--- src/rtl/mfpe_pkg.sv ---
// Shared types, widths and constants of the mono framebuffer pixel expander.
`default_nettype none

package mfpe_pkg;

   // Screen geometry and source memory layout
   localparam int SCREEN_WIDTH  = 1024;
   localparam int SCREEN_HEIGHT = 800;
   localparam int SOURCE_PITCH  = 1024;

   // Field widths
   localparam int ADDR_W    = 17;
   localparam int DATA_W    = 32;
   localparam int SIZE_W    = 2;
   localparam int PIX_W     = 20;
   localparam int COLOR_W   = 32;
   localparam int BOX_COL_W = 11;
   localparam int BOX_ROW_W = 10;
   localparam int IDX_W     = 5;
   localparam int CSR_IDX_W = 3;

   // Address arithmetic widths, derived from the address width, the geometry and the reciprocal shift
   localparam int POS_W       = ADDR_W + 3;
   localparam int COL_W       = $clog2(SOURCE_PITCH);
   localparam int ROW_W       = POS_W - COL_W + 1;
   localparam int PITCH_W     = $clog2(SOURCE_PITCH + 1);
   localparam int WID_W       = $clog2(SCREEN_WIDTH + 1);
   localparam int SCALE_W     = ROW_W + WID_W;
   localparam int BASE_W      = SCALE_W + 1;
   localparam int RECIP_SHIFT = 32;
   localparam int RECIP_W     = RECIP_SHIFT - COL_W + 1;

   // Reciprocal of the pitch; the row estimate from it is at most one low
   localparam logic [RECIP_W-1:0] ROW_RECIP =
      RECIP_W'((64'd1 << RECIP_SHIFT) / SOURCE_PITCH);

   localparam logic [BASE_W-1:0] PIXEL_LIMIT = BASE_W'(SCREEN_WIDTH * SCREEN_HEIGHT);
   localparam logic [PIX_W-1:0]  LAST_PIXEL  = PIX_W'(SCREEN_WIDTH * SCREEN_HEIGHT - 1);

   // Operation and size codes
   localparam logic OP_WRITE = 1'b0;
   localparam logic OP_CLEAR = 1'b1;

   localparam logic [SIZE_W-1:0] SIZE_BYTE = 2'd0;
   localparam logic [SIZE_W-1:0] SIZE_HALF = 2'd1;

   // Configuration register indexes
   typedef enum logic [CSR_IDX_W-1:0] {
      CSR_SHOWN = 3'd0,
      CSR_INV0  = 3'd1,
      CSR_INV1  = 3'd2,
      CSR_LIT   = 3'd3,
      CSR_DARK  = 3'd4
   } csr_index_type;

   // Empty dirty box
   localparam logic [BOX_COL_W-1:0] BOX_LEFT_EMPTY   = '1;
   localparam logic [BOX_COL_W-1:0] BOX_RIGHT_EMPTY  = '0;
   localparam logic [BOX_ROW_W-1:0] BOX_TOP_EMPTY    = '1;
   localparam logic [BOX_ROW_W-1:0] BOX_BOTTOM_EMPTY = '0;

   typedef struct packed {
      logic               shown;
      logic               inv0;
      logic               inv1;
      logic [COLOR_W-1:0] lit;
      logic [COLOR_W-1:0] dark;
   } cfg_type;

   typedef struct packed {
      logic [BOX_COL_W-1:0] left;
      logic [BOX_COL_W-1:0] right;
      logic [BOX_ROW_W-1:0] top;
      logic [BOX_ROW_W-1:0] bottom;
   } box_type;

   typedef enum logic [2:0] {
      ST_IDLE,
      ST_QUOT,
      ST_PROD,
      ST_FIX,
      ST_SCALE,
      ST_CHECK,
      ST_EMIT,
      ST_CLEAR
   } state_type;

   // Controller to datapath
   typedef struct packed {
      logic ready;
      logic calc_quot;
      logic calc_prod;
      logic calc_fix;
      logic calc_scale;
      logic calc_check;
      logic emit_pixel;
      logic emit_clear;
   } ctrl_cmd_type;

   // Datapath to controller
   typedef struct packed {
      logic req_valid;
      logic req_clear;
      logic in_range;
      logic slot_free;
      logic run_done;
   } ctrl_status_type;

endpackage

`default_nettype wire

--- src/rtl/mfpe_ctrl.sv ---
// Controller state machine sequencing address arithmetic and pixel emission.
`default_nettype none

module mfpe_ctrl import mfpe_pkg::*; (
   input  logic            clock,
   input  logic            reset,
   input  ctrl_status_type status,
   output ctrl_cmd_type    cmd
);

   state_type state_ff;
   state_type state_in;

   // Next state
   always_comb begin
      state_in = state_ff;
      case (state_ff)
         ST_IDLE: begin
            if (status.req_valid) begin
               state_in = status.req_clear ? ST_CLEAR : ST_QUOT;
            end
         end
         ST_QUOT:  state_in = ST_PROD;
         ST_PROD:  state_in = ST_FIX;
         ST_FIX:   state_in = ST_SCALE;
         ST_SCALE: state_in = ST_CHECK;
         ST_CHECK: state_in = status.in_range ? ST_EMIT : ST_IDLE;
         ST_EMIT: begin
            if (status.slot_free && status.run_done) begin
               state_in = ST_IDLE;
            end
         end
         ST_CLEAR: begin
            if (status.slot_free) begin
               state_in = ST_IDLE;
            end
         end
         default: state_in = ST_IDLE;
      endcase
   end

   always_ff @(posedge clock) begin
      if (reset) begin
         state_ff <= ST_IDLE;
      end else begin
         state_ff <= state_in;
      end
   end

   // Commands
   always_comb begin
      cmd = '0;
      case (state_ff)
         ST_IDLE:  cmd.ready      = 1'b1;
         ST_QUOT:  cmd.calc_quot  = 1'b1;
         ST_PROD:  cmd.calc_prod  = 1'b1;
         ST_FIX:   cmd.calc_fix   = 1'b1;
         ST_SCALE: cmd.calc_scale = 1'b1;
         ST_CHECK: cmd.calc_check = 1'b1;
         ST_EMIT:  cmd.emit_pixel = status.slot_free;
         ST_CLEAR: cmd.emit_clear = status.slot_free;
         default:  cmd = '0;
      endcase
   end

endmodule

`default_nettype wire

--- config.mk ---
export PLATFORM = sky130hd
export DESIGN_NAME = mfpe_ctrl
export DESIGN_NICKNAME = d
export VERILOG_FILES = /design/src/rtl/mfpe_pkg.sv /design/src/rtl/mfpe_ctrl.sv
export SDC_FILE = /design/constraint.sdc
export NUM_CORES = 1
export LEC_CHECK = 0
export BUFFER_PORTS_ARGS = -buffer_cell sky130_fd_sc_hd__buf_4
export CORE_AREA = 2 2 39 41
export CTS_CLUSTER_DIAMETER = 150
export CTS_CLUSTER_SIZE = 40
export DETAILED_ROUTE_END_ITERATION = 10
export DIE_AREA = 0 0 41 43
export SYNTH_ARGS = -nofsm -noshare
export SYNTH_HDL_FRONTEND = slang
export SYNTH_SLANG_ARGS = --single-unit
--- constraint.sdc ---
create_clock -name clock -period 1.6 [get_ports clock]
set_clock_uncertainty 0.05 [all_clocks]
set_input_delay 0 -clock clock [delete_from_list [all_inputs] [get_ports clock]]
set_output_delay 0 -clock clock [all_outputs]
set_load 0.005 [all_outputs]
==> metrics.log <==
[metrics] outcome: complete, no violations
[metrics] area of the placeable core: 1380 um2
[metrics] CP endpoint kind: flop
[metrics] growth of design area from synthesis to finish: 64.2%
[metrics] hold crit path type: input port to flop
[metrics] maximum VDD drop: a little over 0.6 mV
[metrics] cell with the largest stage delay on the worst path: sky130_fd_sc_hd__dfxtp_1
[metrics] port bufs: 14
[metrics] Overall Global Routing Usage: 8.32%
[metrics] cell depth of the worst min-delay path: 3
[metrics] Post-Synthesis Cell Area: 251 um2
[metrics] buffer levels on the longest clock path: 2
[metrics] final setup violation count: 0
[metrics] Clock Sink Count: 3
[metrics] Layout fillers: 156
[metrics] Largest Register: state_ff
[metrics] number of hold violations in the final report: 0
[metrics] setup repair after global routing missed its margin: false
[metrics] Post-DRT Antenna Nets: 0
[metrics] setup repair bufs after CTS: 0
[metrics] number of nets in the synthesized netlist: 43
[metrics] slew at the pin closest to its max-slew limit: 0.438 ns
[metrics] number of flip-flops and latches in the synthesized netlist: 3
[metrics] sequential share of the synthesized area: between 20% and 30%
[metrics] share of layout cells above drive strength 1: 37.0%
[metrics] initial antenna violation count: 0
[metrics] number of warnings issued by yosys: 0
[metrics] DRC marker count from the first detailed-route iteration: 5
[metrics] detailed placement HPWL: 515 um
[metrics] count of final max-slew check failures: 0
[metrics] normalized max-slew margin: a little over two thirds
[metrics] sequence of cells on the critical path: nor4_1 -> a311o_1 -> o31a_1
[metrics] H-tree levels: 1
[metrics] sum of negative setup slack: 0 ns
[metrics] part of the cycle the worst path needs: 91.0%
[metrics] nature of the critical path startpoint: flop
[metrics] start-to-end type of the worst setup path: flop to flop
[metrics] leading registers by flop count: state_ff (3)
[metrics] overall die height: about 43 um
[metrics] clock tree root driver cell: sky130_fd_sc_hd__clkbuf_4
[metrics] boundary pin count: 15
[metrics] Layout Nets: 62
[metrics] via count of the first global-routing pass: 256
[metrics] Cell Pwr Density: 1680 nW/um2
[metrics] depth of the worst register-to-register path: 3
[metrics] post-route minimum period: roughly 1.5 ns
[metrics] top fanout value on the critical path: 15
[metrics] Final GP Congestion: about 0.67
[metrics] MaxCap Viol Count: 0
[metrics] area of all placed cells without fillers: roughly 410 um2
[metrics] critical path required time: 1.66 ns
[metrics] leakage power total: 0.192 nW
[metrics] TritonCTS clock tree: done
[metrics] crit path DAT: between 1.5 and 2 ns
[metrics] number of remaining DRC errors: 0
[metrics] first drt pass iteration count: 4
[metrics] average wire per cell in the routed design: approximately 9.5 um
[metrics] Post-Synthesis Cells: 36
[metrics] leading cell types in the layout, fill and taps excluded: 16 x sky130_fd_sc_hd__buf_4, 7 x sky130_fd_sc_hd__nor2_1, 3 x sky130_fd_sc_hd__nand2_1, 3 x sky130_fd_sc_hd__clkbuf_4, 3 x sky130_fd_sc_hd__dfxtp_1
[metrics] die span in x: 41 um
[metrics] pin count of the biggest net entering global routing: 16
[metrics] remaining global-route overflow: 0
[metrics] Initial Util: approximately 18%
[metrics] stage delay of the slowest cell on the critical path: roughly 0.58 ns
[metrics] Inserted Diodes: 0
[metrics] floorplan die area: 1760 um2
[metrics] maximum operating frequency: 0.687 GHz
[metrics] vias per cell: 4.36
[metrics] max FFs per register: 3
[metrics] global-route wire length before repair: 966 um
[metrics] average instance area after synthesis: 6.99 um2
[metrics] CTS Buf Count: 3
[metrics] later-pin clock latency in the skew report: between 0.2 and 0.25 ns
[metrics] CTS clk-pin slew, worst paths: 0.03 ns
[metrics] overall via count from detail_route: 305
[metrics] count of distinct cell types in the synthesized netlist: 20
[metrics] row count: 14
[metrics] most common cell after layout, fill and taps aside: sky130_fd_sc_hd__buf_4
[metrics] post-detailed-routing wire length: 662 um
[metrics] Placed Area: 377 um2
-- final cells by class --
type	instances	area [um2]	area share [%]
Clock buffer	4	26.3	6.36
Inverter	2	7.51	1.82
Multi-Input combinational cell	28	169	40.9
Sequential cell	3	60.1	14.5
Tap cell	16	20.0	4.85
Timing Repair Buffer	17	130	31.5
-- layer usage --
metal	part of all wire [%]	wire length [um]	global-route usage [%]	up-vias
li1	-	-	-	165
met1	46	302	10.5	130
met2	46	306	10.9	10
met3	8.2	54	1.57	0
met4	0	0	8.00	0
met5	0	0	0	-
-- worst max-delay path: cells and delay by family (launching register included) --
family	cells	cell delay (ns)
DFF	1	0.58
AOI/OAI and AO/OA	2	0.59
and+or+nand+nor	1	0.13
-- logic make-up (layout without fill, tap and decap cells) --
logic type / count (synthesis) / count (layout) / synth area share, %
buffers and inverters: 5 / 23 / 8.95
AO/OA/AOI/OAI: 10 / 10 / 29.8
AND/OR/NAND/NOR: 18 / 18 / 37.3
flip-flops: 3 / 3 / 23.9
-- metrics by stage --
stage	setup slack, ns	cells	hold slack [ns]	util [%]	power, mW
2_1_floorplan	0.395	36	0.0191	-	0.412
3_3_place_gp	0.226	65	0.123	27.2	0.557
3_5_place_dp	0.145	65	0.123	27.2	0.566
4_1_cts	0.152	70	0.0344	29.8	0.704
5_1_grt	0.0798	70	0.0777	29.8	0.761
6_report	0.144	70	0.0395	29.8	0.695
-- path summary, 6_finish.rpt --
check                   start          end  slack (ns)
hold reg to reg   state_ff[1]  state_ff[0]        0.52
setup reg to reg  state_ff[2]  state_ff[2]        0.14
hold / removal      status[4]  state_ff[0]        0.04
setup / recovery  state_ff[2]  state_ff[2]        0.14
-- Yosys cell counts, drive strengths merged --
cell | instances | area (um2)
nor2 | 7 | 26.3
and3b | 1 | 8.76
a21oi | 2 | 10.0
nand2 | 3 | 11.3
o21bai | 1 | 7.51
inv | 2 | 7.51
nor3 | 2 | 10.0
buf | 3 | 15.0
dfxtp | 3 | 60.1
nand2b | 1 | 6.26
nor4 | 1 | 6.26
nor4bb | 1 | 10.0
o21ai | 2 | 10.0
a311o | 1 | 10.0
nor3b | 2 | 15.0
o21ba | 1 | 10.0
o31a | 1 | 8.76
o221a | 1 | 11.3
o21a | 1 | 7.51
-- power by group --
group          switching (mW)  total [mW]  internal (mW)
sequential             0.0727       0.182          0.109
combinational           0.157       0.385          0.227
clock                  0.0355       0.129         0.0932
-- what timing repair did --
action / 4_1_cts / 5_1_grt
hold buffers: 1 / 0
setup endpoints to repair: 0 / 0
hold endpoints to repair: 3 / 0
resized for setup: 0 / 0
(Power assumes the default switching activity.)
